$ cat src/hdl/mme_pkg.sv
// Shared constants for the Montgomery modular exponentiation block.
// Used by mme_mont and montgomery_modular_exponentiation; no dependencies.
package mme_pkg;

	// operand width of the arithmetic datapath
	localparam int KEY_BITS = 32;
	// width of the stream and configuration fields
	localparam int DATA_W   = 32;
	// counter wide enough to hold KEY_BITS itself
	localparam int CNT_W    = $clog2(KEY_BITS + 1);

	// configuration register indexes
	localparam logic REG_MODULUS  = 1'b0;
	localparam logic REG_EXPONENT = 1'b1;

	// reset values of the configuration registers
	localparam logic [KEY_BITS-1:0] MODULUS_RST  = KEY_BITS'(3233);
	localparam logic [KEY_BITS-1:0] EXPONENT_RST = KEY_BITS'(17);

endpackage

$ cat src/hdl/mme_mont.sv
// Radix-2 bit-serial Montgomery product: res = x * y * 2^-n mod m.
// One multiplier bit per cycle, then one conditional subtraction. Uses mme_pkg.
module mme_mont
	import mme_pkg::*;
(
	input  logic                clk,
	input  logic                arst_n,
	input  logic                start,
	input  logic [KEY_BITS-1:0] op_x,
	input  logic [KEY_BITS-1:0] op_y,
	input  logic [KEY_BITS-1:0] mod,
	input  logic [CNT_W-1:0]    nbits,
	output logic                done,
	output logic [KEY_BITS-1:0] res
);

	localparam int W = KEY_BITS;

	localparam logic [1:0] ST_IDLE = 2'd0;
	localparam logic [1:0] ST_STEP = 2'd1;
	localparam logic [1:0] ST_FIX  = 2'd2;

	logic [1:0]       state_q;
	logic [W-1:0]     x_q;
	logic [W-1:0]     y_q;
	logic [W-1:0]     m_q;
	logic [W:0]       ym_q;
	logic [W:0]       t_q;
	logic [CNT_W-1:0] cnt_q;
	logic             done_q;
	logic [W-1:0]     res_q;

	logic             xi;
	logic             qbit;
	logic [W:0]       addend;
	logic [W+1:0]     sum;
	logic [W+1:0]     diff;

	// pick the addend from the multiplier bit and the parity bit
	always_comb begin
		xi   = x_q[0];
		qbit = t_q[0] ^ (xi & y_q[0]);
		case ({qbit, xi})
			2'b00:   addend = '0;
			2'b01:   addend = {1'b0, y_q};
			2'b10:   addend = {1'b0, m_q};
			default: addend = ym_q;
		endcase
		sum  = {1'b0, t_q} + {1'b0, addend};
		diff = {1'b0, t_q} - {2'b00, m_q};
	end

	// step the product one bit per cycle
	always_ff @(posedge clk or negedge arst_n) begin
		if (!arst_n) begin
			state_q <= ST_IDLE;
			done_q  <= 1'b0;
		end else begin
			done_q <= 1'b0;
			unique case (state_q)
				ST_IDLE: begin
					if (start) begin
						state_q <= ST_STEP;
					end
				end
				ST_STEP: begin
					if (cnt_q == CNT_W'(1)) begin
						state_q <= ST_FIX;
					end
				end
				ST_FIX: begin
					done_q  <= 1'b1;
					state_q <= ST_IDLE;
				end
				default: state_q <= ST_IDLE;
			endcase
		end
	end

	// datapath registers
	always_ff @(posedge clk) begin
		if (state_q == ST_IDLE && start) begin
			x_q   <= op_x;
			y_q   <= op_y;
			m_q   <= mod;
			ym_q  <= {1'b0, op_y} + {1'b0, mod};
			t_q   <= '0;
			cnt_q <= nbits;
		end else if (state_q == ST_STEP) begin
			x_q   <= {1'b0, x_q[W-1:1]};
			t_q   <= sum[W+1:1];
			cnt_q <= cnt_q - CNT_W'(1);
		end else if (state_q == ST_FIX) begin
			// one conditional subtraction brings t below m
			res_q <= diff[W+1] ? t_q[W-1:0] : diff[W-1:0];
		end
	end

	assign done = done_q;
	assign res  = res_q;

endmodule

$ cat src/hdl/montgomery_modular_exponentiation.sv
// Modular exponentiation: result = message ^ exponent mod modulus.
// Input stream s_* carries one message per transaction; output stream m_*
// carries one result per message, with the error flag in m_tuser.
// Configuration channel cfg_* writes the modulus (index 0) or the exponent
// (index 1); cfg_ready is always high. Write it only while the block is idle.
// Per message: find n, the bit length of the modulus, by shifting it up,
// then R^2 mod M by 2n shift-subtract steps, then 2 + w + b + 1 Montgomery
// products, where w is the bit length of the exponent and b its count of
// one bits, all on the shared bit-serial product unit.
// An even modulus or a message not below the modulus gives result 0 and
// error 1 without any products. One message is worked at a time; s_tready
// rises again when the result moves into the output register, which may
// hold it while m_tready is low. Reset loads modulus 3233 and exponent 17
// and empties the output register.
// Uses mme_pkg and mme_mont.
module montgomery_modular_exponentiation
	import mme_pkg::*;
(
	input  logic              clk,
	input  logic              arst_n,
	// input stream
	input  logic              s_tvalid,
	output logic              s_tready,
	input  logic [DATA_W-1:0] s_tdata,   // [31:0] message
	// output stream
	output logic              m_tvalid,
	input  logic              m_tready,
	output logic [DATA_W-1:0] m_tdata,   // [31:0] result
	output logic [0:0]        m_tuser,   // [0] error
	// configuration writes
	input  logic              cfg_valid,
	output logic              cfg_ready,
	input  logic              cfg_index,
	input  logic [DATA_W-1:0] cfg_data
);

	localparam int W = KEY_BITS;

	localparam logic [2:0] ST_IDLE = 3'd0;
	localparam logic [2:0] ST_NLEN = 3'd1;
	localparam logic [2:0] ST_RSQ  = 3'd2;
	localparam logic [2:0] ST_GO   = 3'd3;
	localparam logic [2:0] ST_WAIT = 3'd4;
	localparam logic [2:0] ST_OUT  = 3'd5;

	// which Montgomery product is in flight
	localparam logic [2:0] PR_Z0  = 3'd0;
	localparam logic [2:0] PR_P0  = 3'd1;
	localparam logic [2:0] PR_MUL = 3'd2;
	localparam logic [2:0] PR_SQ  = 3'd3;
	localparam logic [2:0] PR_FIN = 3'd4;

	logic [2:0]       state_q;
	logic [2:0]       prod_q;
	logic [W-1:0]     modulus_q;
	logic [W-1:0]     exponent_q;
	logic [W-1:0]     msg_q;
	logic [W-1:0]     m_q;
	logic [W-1:0]     e_q;
	logic [W-1:0]     scan_q;
	logic [CNT_W-1:0] n_q;
	logic [CNT_W:0]   rcnt_q;
	logic [W-1:0]     rr_q;
	logic [W-1:0]     z_q;
	logic [W-1:0]     p_q;
	logic [W-1:0]     res_q;
	logic             err_q;
	logic             out_valid_q;
	logic [W-1:0]     out_data_q;
	logic             out_err_q;

	logic             in_fire;
	logic [W-1:0]     in_msg;
	logic             in_bad;
	logic [W:0]       rr_dbl;
	logic [W+1:0]     rr_diff;
	logic [W-1:0]     e_shr;
	logic             mm_start;
	logic [W-1:0]     mm_x;
	logic [W-1:0]     mm_y;
	logic             mm_done;
	logic [W-1:0]     mm_res;
	logic             out_load;

	assign in_fire   = s_tvalid && s_tready;
	assign in_msg    = W'(s_tdata);
	assign in_bad    = !modulus_q[0] || (in_msg >= modulus_q);
	assign s_tready  = (state_q == ST_IDLE);
	assign cfg_ready = 1'b1;
	assign out_load  = (state_q == ST_OUT) && (!out_valid_q || m_tready);

	// doubling step of R^2 mod M
	assign rr_dbl  = {rr_q, 1'b0};
	assign rr_diff = {1'b0, rr_dbl} - {2'b00, m_q};
	assign e_shr   = {1'b0, e_q[W-1:1]};

	// operand select for the product unit
	always_comb begin
		case (prod_q)
			PR_Z0:   begin mm_x = W'(1); mm_y = rr_q; end
			PR_P0:   begin mm_x = msg_q; mm_y = rr_q; end
			PR_MUL:  begin mm_x = z_q;   mm_y = p_q;  end
			PR_SQ:   begin mm_x = p_q;   mm_y = p_q;  end
			default: begin mm_x = W'(1); mm_y = z_q;  end
		endcase
	end

	assign mm_start = (state_q == ST_GO);

	mme_mont u_mont (
		.clk    (clk),
		.arst_n (arst_n),
		.start  (mm_start),
		.op_x   (mm_x),
		.op_y   (mm_y),
		.mod    (m_q),
		.nbits  (n_q),
		.done   (mm_done),
		.res    (mm_res)
	);

	// configuration registers
	always_ff @(posedge clk or negedge arst_n) begin
		if (!arst_n) begin
			modulus_q  <= MODULUS_RST;
			exponent_q <= EXPONENT_RST;
		end else if (cfg_valid && cfg_ready) begin
			unique case (cfg_index)
				REG_MODULUS:  modulus_q  <= W'(cfg_data);
				REG_EXPONENT: exponent_q <= W'(cfg_data);
				default:      ;
			endcase
		end
	end

	// sequencer
	always_ff @(posedge clk or negedge arst_n) begin
		if (!arst_n) begin
			state_q <= ST_IDLE;
			prod_q  <= PR_Z0;
		end else begin
			unique case (state_q)
				ST_IDLE: begin
					if (in_fire) begin
						state_q <= in_bad ? ST_OUT : ST_NLEN;
					end
				end
				ST_NLEN: begin
					if (scan_q[W-1]) begin
						state_q <= ST_RSQ;
					end
				end
				ST_RSQ: begin
					if (rcnt_q == (CNT_W+1)'(1)) begin
						state_q <= ST_GO;
						prod_q  <= PR_Z0;
					end
				end
				ST_GO: begin
					state_q <= ST_WAIT;
				end
				ST_WAIT: begin
					if (mm_done) begin
						state_q <= ST_GO;
						case (prod_q)
							PR_Z0:  prod_q <= PR_P0;
							PR_MUL: prod_q <= PR_SQ;
							PR_P0: begin
								if (e_q == '0) begin
									prod_q <= PR_FIN;
								end else if (e_q[0]) begin
									prod_q <= PR_MUL;
								end else begin
									prod_q <= PR_SQ;
								end
							end
							PR_SQ: begin
								if (e_shr == '0) begin
									prod_q <= PR_FIN;
								end else if (e_shr[0]) begin
									prod_q <= PR_MUL;
								end else begin
									prod_q <= PR_SQ;
								end
							end
							default: state_q <= ST_OUT;
						endcase
					end
				end
				ST_OUT: begin
					if (out_load) begin
						state_q <= ST_IDLE;
					end
				end
				default: state_q <= ST_IDLE;
			endcase
		end
	end

	// working registers
	always_ff @(posedge clk) begin
		unique case (state_q)
			ST_IDLE: begin
				if (in_fire) begin
					msg_q  <= in_msg;
					m_q    <= modulus_q;
					e_q    <= exponent_q;
					scan_q <= modulus_q;
					n_q    <= CNT_W'(KEY_BITS);
					rr_q   <= (modulus_q == W'(1)) ? '0 : W'(1);
					res_q  <= '0;
					err_q  <= in_bad;
				end
			end
			ST_NLEN: begin
				// shift until the top bit of the modulus shows
				if (scan_q[W-1]) begin
					rcnt_q <= {n_q, 1'b0};
				end else begin
					scan_q <= {scan_q[W-2:0], 1'b0};
					n_q    <= n_q - CNT_W'(1);
				end
			end
			ST_RSQ: begin
				rr_q   <= rr_diff[W+1] ? rr_dbl[W-1:0] : rr_diff[W-1:0];
				rcnt_q <= rcnt_q - (CNT_W+1)'(1);
			end
			ST_WAIT: begin
				if (mm_done) begin
					case (prod_q)
						PR_Z0:  z_q <= mm_res;
						PR_P0:  p_q <= mm_res;
						PR_MUL: z_q <= mm_res;
						PR_SQ: begin
							p_q <= mm_res;
							e_q <= e_shr;
						end
						default: res_q <= mm_res;
					endcase
				end
			end
			default: ;
		endcase
	end

	// output register: load on completion, drop once taken
	always_ff @(posedge clk or negedge arst_n) begin
		if (!arst_n) begin
			out_valid_q <= 1'b0;
		end else if (out_load) begin
			out_valid_q <= 1'b1;
		end else if (m_tready) begin
			out_valid_q <= 1'b0;
		end
	end

	always_ff @(posedge clk) begin
		if (out_load) begin
			out_data_q <= res_q;
			out_err_q  <= err_q;
		end
	end

	assign m_tvalid = out_valid_q;
	assign m_tdata  = DATA_W'(out_data_q);
	assign m_tuser  = out_err_q;

endmodule

$ cat config.mk
export PLATFORM = sky130hd
export DESIGN_NAME = montgomery_modular_exponentiation
export DESIGN_NICKNAME = d
export VERILOG_FILES = /design/src/hdl/mme_pkg.sv /design/src/hdl/mme_mont.sv /design/src/hdl/montgomery_modular_exponentiation.sv
export SDC_FILE = /design/constraint.sdc
export NUM_CORES = 1
export LEC_CHECK = 0
export ABC_AREA = 1
export ABC_CLOCK_PERIOD_IN_PS = 5800
export BUFFER_PORTS_ARGS = -buffer_cell sky130_fd_sc_hd__buf_2
export CAP_MARGIN = 20
export CORE_MARGIN = 3
export CORE_UTILIZATION = 50
export CTS_CLUSTER_SIZE = 40
export DETAILED_ROUTE_END_ITERATION = 16
export PLACE_DENSITY = 0.66
export REMOVE_ABC_BUFFERS = 1
export SYNTH_ARGS = -nofsm -noshare
export SYNTH_HDL_FRONTEND = slang
export SYNTH_SLANG_ARGS = --single-unit
export TNS_END_PERCENT = 50
$ cat constraint.sdc
create_clock -name clk -period 5.8 [get_ports clk]
set_input_delay 0.87 -clock clk [delete_from_list [all_inputs] [get_ports clk]]
set_output_delay 0.87 -clock clk [all_outputs]
set_load 0.05 [all_outputs]
After elaboration in Yosys (flattened, before gate mapping)
Cells that the tools add are included.
{"block": "totals", "reg_bits": 577, "elab_cells": 157}
{"block": "classes", "addsub": 7, "magnitude_cmp": 1, "eq_ne": 26, "n_mux": 50, "bitwise_logic": 5, "n_reduce_logical": 40}
{"operator": "2-to-1 mux 32 bit", "n": 13}
{"operator": "one-hot mux 32 bit (2 select lines)", "n": 5}
{"operator": "one-hot mux 33 bit (3 select lines)", "n": 1}
{"operator": "one-hot mux 32 bit (3 select lines)", "n": 1}
{"operator": "subtractor 33 x 32 -> 34 bit", "n": 2}
{"operator": "zero test 32 bit", "n": 2}
{"operator": "adder 33 x 33 -> 34 bit", "n": 1}
{"operator": "adder 32 x 32 -> 33 bit", "n": 1}
{"operator": "2-to-1 mux 3 bit", "n": 11}
{"operator": "== test 32 x 1 -> 1 bit (second input constant)", "n": 1}
{"operator": ">= comparator 32 bit", "n": 1}
{"operator": "2-to-1 mux 6 bit", "n": 4}
{"operator": "one-hot mux 3 bit (6 select lines)", "n": 1}
{"operator": "one-hot mux 7 bit (2 select lines)", "n": 1}
{"operator": "AND reduction 2 bit", "n": 7}
{"operator": "nonzero test 2 bit", "n": 7}
{"operator": "== test 3 x 2 -> 1 bit (second input constant)", "n": 4}
{"operator": "!= test 2 bit (second input constant)", "n": 6}
{"operator": "one-hot mux 3 bit (4 select lines)", "n": 1}
{"operator": "one-hot mux 6 bit (2 select lines)", "n": 1}
{"operator": "AND reduction 3 bit", "n": 4}
{"operator": "AND reduction 4 bit", "n": 3}
{"operator": "subtractor 6 x 1 -> 6 bit (second input constant)", "n": 2}
{"operator": "!= test 2 x 1 -> 1 bit (second input constant)", "n": 4}
{"operator": "24 further kinds", "n": 45}

Depth between registers and ports, before layout
{"block": "depth", "word_depth": 5, "depth_mapped": 24, "mapped_depth_nobuf": 22}

Cells and area by module
A second synthesis with hierarchy kept.
{"block": "hier_totals", "hier_cells": 3493, "area_unflattened_um2": 31604.1}
{"mod": "montgomery_modular_exponentiation", "instances": 1, "cells_per_inst": 1852, "area_each_um2": 18031.0}
{"mod": "mme_mont", "instances": 1, "cells_per_inst": 1641, "area_each_um2": 13573.0}

Worst setup path after synthesis
No wires, ideal clock.
{"block": "synth_path", "path_kind": "reg-to-reg", "from": "register state_q[1]", "to": "register n_q[0], enable pin", "setup_ns": 0.396, "t_arrival_ns": 5.499, "slack_ns": -0.095, "path_stages_with_launch": 9, "n_path_buf": 0, "synth_period_minus_slack_ns": 5.895, "path_cell_list": "dfrtp_1 nor2_1 inv_1 nor2_1 inv_1 nor2_1 inv_1 nand2_1 o21a_1"}
{"block": "synth_between", "elab_chain_len": 4, "elab_cells_between_ends": 7, "cone_classes": "eq/ne (3); reduce/logical (4)"}
{"item": "start, declared", "line": "montgomery_modular_exponentiation.sv:53", "text": "logic [2:0] state_q;"}
{"item": "start signal, assigned", "line": "montgomery_modular_exponentiation.sv:145", "text": "state_q <= in_bad ? ST_OUT : ST_NLEN;"}
{"item": "zero test 3 bit *", "line": "montgomery_modular_exponentiation.sv:88", "text": "assign s_tready = (state_q == ST_IDLE);"}
{"item": "named net s_tready", "line": "montgomery_modular_exponentiation.sv:23", "text": "output logic s_tready,"}
{"item": "logical AND 1 bit", "line": "montgomery_modular_exponentiation.sv:85", "text": "assign in_fire = s_tvalid && s_tready;"}
{"item": "!= test 2 x 1 -> 1 bit (no line)"}
{"item": "AND reduction 3 bit (no line) *"}
{"item": "end signal, assigned", "line": "montgomery_modular_exponentiation.sv:209", "text": "n_q <= CNT_W'(KEY_BITS);"}
{"item": "end signal, assigned", "line": "montgomery_modular_exponentiation.sv:221", "text": "n_q <= n_q - CNT_W'(1);"}
{"item": "end, declared", "line": "montgomery_modular_exponentiation.sv:61", "text": "logic [CNT_W-1:0] n_q;"}
The timed path passes the listed nets; every way through them passes the cells marked *.
A chain may end at the register's enable or synchronous reset.

Worst setup path after layout
{"block": "layout_path", "from": "register prod_q[2]", "to": "register u_mont.ym_q[17], data pin"}
{"block": "layout_between", "elab_chain_len": 4, "elab_cells_between_ends": 8, "cone_classes": "add/sub (1); eq/ne (3); mux (1); reduce/logical (3)"}
{"item": "start, declared", "line": "montgomery_modular_exponentiation.sv:54", "text": "logic [2:0] prod_q;"}
{"item": "start signal, assigned", "line": "montgomery_modular_exponentiation.sv:140", "text": "prod_q <= PR_Z0;"}
{"item": "start signal, assigned", "line": "montgomery_modular_exponentiation.sv:156", "text": "prod_q <= PR_Z0;"}
{"item": "start signal, assigned", "line": "montgomery_modular_exponentiation.sv:166", "text": "PR_Z0: prod_q <= PR_P0;"}
{"item": "== test 3 x 2 -> 1 bit, or another cell as far along", "line": "montgomery_modular_exponentiation.sv:99", "text": "case (prod_q)"}
{"item": "OR reduction 2 bit (no line)"}
{"item": "one-hot mux 32 bit (2 select lines) *", "line": "montgomery_modular_exponentiation.sv:99"}
{"item": "named net mm_y[1]", "line": "montgomery_modular_exponentiation.sv:80", "text": "logic [W-1:0] mm_y;"}
{"item": "adder 32 x 32 -> 33 bit *", "line": "mme_mont.sv:86", "text": "ym_q <= {1'b0, op_y} + {1'b0, mod};"}
{"item": "end signal, assigned", "line": "mme_mont.sv:86"}
{"item": "end, declared", "line": "mme_mont.sv:27", "text": "logic [W:0] ym_q;"}
Marks and branches as above.

==> metrics.md <==
| Metric | Value |
|---|---|
| Clock slew at reported path FFs | 0.06 ns |
| Reg area | 16,600 sq um |
| Initial antenna violation count | 2 |
| Critical path type | flip-flop to flip-flop |
| Worst Skew | 0.0250 ns |
| Worst R2R Start | prod_q[2]$_DFFE_PN0P_ |
| Clock sink count | 577 |
| EDFF count, synth | 470 |
| Hold-fix buffers, CTS | 0 |
| Leading cell types by total area after synthesis | edfxtp_1 (46%), nand2_1 (9.4%), ha_1 (6.6%) |
| Fin Setup TNS | 0 ns |
| Pwr/cell area | 258 nW/um^2 |
| Core Area | 60,700 sq um |
| Hold WS | 0.0518 ns |
| Drt total wl | 91,800 um |
| Layout Cells excl Fill | 4,313 |
| Seq/Total Area, Yosys | 53.8% |
| RSZ-0062 raised after global routing | no |
| Max-cap viol count | 0 |
| CTS Buffer Depth | 3 |
| Crit path capture type | flip-flop |
| Critical Path RT | 6.15 ns |
| Status | finished, final reports clean |
| Reg2reg end | u_mont.ym_q[17]$_DFFE_PP_ |
| Cell taking the most area after synthesis | edfxtp_1 |
| Area growth from synthesis to layout | 11.7% |
| Nets | 3,715 |
| Layout cells sized above 1 | 7.99% |
| Tot GR Track Use | 28.5% |
| Num CTS Buffers | 66 |
| CP startpoint kind | flip-flop |
| First-pass GRT wire length | 139,000 um |
| ANT cells | 0 |
| Synth async-reset ratio | 12.8% |
| Pin count of the biggest net entering global routing | 71 |
| Final Max Tran Viols | 0 |
| Starting density of the core | 50.9% |
| Crit path DAT | 4.46 ns |
| Synth cell types | 63 |
| Fmax | 0.243 GHz |
| Site Rows | 90 |
| Final setup viols | 0 |
| Vias post-DR | 24,336 |
| Slew HR | 31.7% |
| Slew at the pin closest to its max-slew limit | 1.02 ns |
| Mapped Cells | 3,361 |
| Share of Yosys cell area claimed by the top area cell type | 45.7% |
| Pleak | 14.6 nW |
| Most frequent cell after synthesis | nand2_1 |
| DRC violations left | 0 |
| Flop2flop setup slack | 1.69 ns |
| Synthesized flop and latch total | 577 |
| Die Wd | 255 um |
| Cell area after synthesis | 30,900 sq um |
| Largest registers | u_mont.t_q (33), u_mont.ym_q (33) |
| Vias in the first global route | 24,344 |
| CTS root buffer | clkbuf_16 |
| Via density | 5.64 |
| CTS tree | yes |
| Final core utilization | 56.9% |
| Post-CTS setup buffer count | 0 |
| Hold Violations, Final | 0 |
| IO buf count | 104 |
| IO Count | 106 |
| First drt pass iteration count | 6 |
| Area of the multi-input gates | 12,400 sq um |
| CP Max Fanout | 20 |
| Final ANT Viol Nets | 0 |
| DRT iter0 DRCs | 1,987 |
| Final min period | 4.11 ns |
| H-tree depth | 3 |
| Die Area | 64,800 sq um |
| Clock latency reported for the late side of the worst-skew pair | 0.62 ns |
| Top_reg_cell synth | edfxtp_1 |
| Cell Count Post-Placement | 4,188 |
| DP HPWL | 71,400 um |
| Gr ovfl total | 0 |
| Filler instances | 5,388 |
| HP Class | input pin to asynchronous set/reset pin |
| Avg Synthesized Cell Area | 9.19 sq um |
| Reg2reg path depth | 14 |
| VDD IR-drop max | 0.223 mV |
| Gp weighted congestion | 1.01 |
| Syn. warnings | 0 |
| Post-cts resize count | 0 |
| Crit share post-route | 70.9% |
| Die H | 255 um |
| Wire per inst | 21.3 um |
| Top post-synthesis cells by count | nand2_1 (776), edfxtp_1 (470), inv_1 (407), nor2_1 (311), o21ai_0 (280) |
==> critical path, cell delays in order, from the launching register on <==
cell and delay, ns:
dfrtp_1 0.50, clkinv_1 0.66, buf_4 0.43, o22a_1 0.22, o21a_1 0.15, ha_1 0.29, nand3_1 0.09, nand2_1 0.10
a21oi_2 0.37, o21bai_2 0.18, a21oi_1 0.28, o21ai_1 0.19, and2_1 0.19, o21bai_1 0.13, nand2_1 0.07
==> routing by layer <==
metal  part of all wire (%)  up-vias  track usage (%)
met3                    6.3      149             4.35
li1                       -    11742                -
met4                    3.7        0             10.5
met5                      0        -                0
met1                     42    11646             37.9
met2                     48      799             47.7
==> area by class of cell <==
type / count / area share (%)
sequential: 577 / 48.2
inverter: 412 / 4.49
timing repair buffer: 136 / 2.33
clock buffer: 90 / 5.31
tap: 782 / 2.83
multi-input combinational: 2284 / 35.9
clock inverter: 32 / 0.906
==> logic make-up (layout without fill, tap and decap cells) <==
kind of cell | count (synthesis) | after routing | synth area share (%)
buf+inv | 500 | 670 | 6.30
mux | 5 | 5 | 0.182
flops | 577 | 577 | 53.8
fa+ha+maj | 168 | 168 | 6.90
other cells | 1 | 1 | 0.0121
compound gates | 736 | 736 | 13.4
simple gates | 1286 | 1286 | 16.9
xor+xnor | 88 | 88 | 2.49
==> placed cells by master, fill, tap and decap left out, types with 21 or more instances in the layout <==
master	instances
nand2_1	773
edfxtp_1	470
inv_1	405
nor2_1	301
o21ai_0	280
a21oi_1	225
ha_1	164
buf_2	104
nand3_1	95
clkbuf_16	68
dfrtp_1	67
xor2_1	53
a31oi_1	38
o22ai_1	36
o211ai_1	35
a21o_1	35
xnor2_1	35
dfxtp_1	33
nor3_1	31
nand4_1	29
buf_4	29
o21ai_1	23
nor4_1	21
==> worst max path at each step <==
| stage | from | to | cells past startpoint |
|---|---|---|---|
| 3_5_place_dp | prod_q[2]$_DFFE_PN0P_ | u_mont.ym_q[17]$_DFFE_PP_ | 14 |
| 6_report | prod_q[2]$_DFFE_PN0P_ | u_mont.ym_q[17]$_DFFE_PP_ | 14 |
| 2_1_floorplan | state_q[1]$_DFFE_PN0P_ | prod_q[2]$_DFFE_PN0P_ | 7 |
| 5_1_grt | u_mont.x_q[0]$_DFFE_PP_ | u_mont.t_q[31]$_SDFFE_PP0P_ | 19 |
| 4_1_cts | prod_q[2]$_DFFE_PN0P_ | u_mont.ym_q[17]$_DFFE_PP_ | 14 |
| 3_3_place_gp | prod_q[2]$_DFFE_PN0P_ | u_mont.ym_q[17]$_DFFE_PP_ | 14 |
==> per-stage QoR <==
stage	total power, mW	cell area (sq um)	setup WS, ns
6_report	8.90	34500	1.69
4_1_cts	8.98	34500	1.73
5_1_grt	9.19	34500	1.36
2_1_floorplan	4.76	30500	-0.748
3_3_place_gp	4.86	32300	1.85
3_5_place_dp	4.87	32300	1.76
==> where the power goes <==
part           internal, mW  total, mW  switching, mW
Sequential             4.51       4.56         0.0500
Clock                  2.35       4.11           1.76
Combinational        0.0905      0.234          0.143
Note: power is estimated with default switching activity, not from simulation.
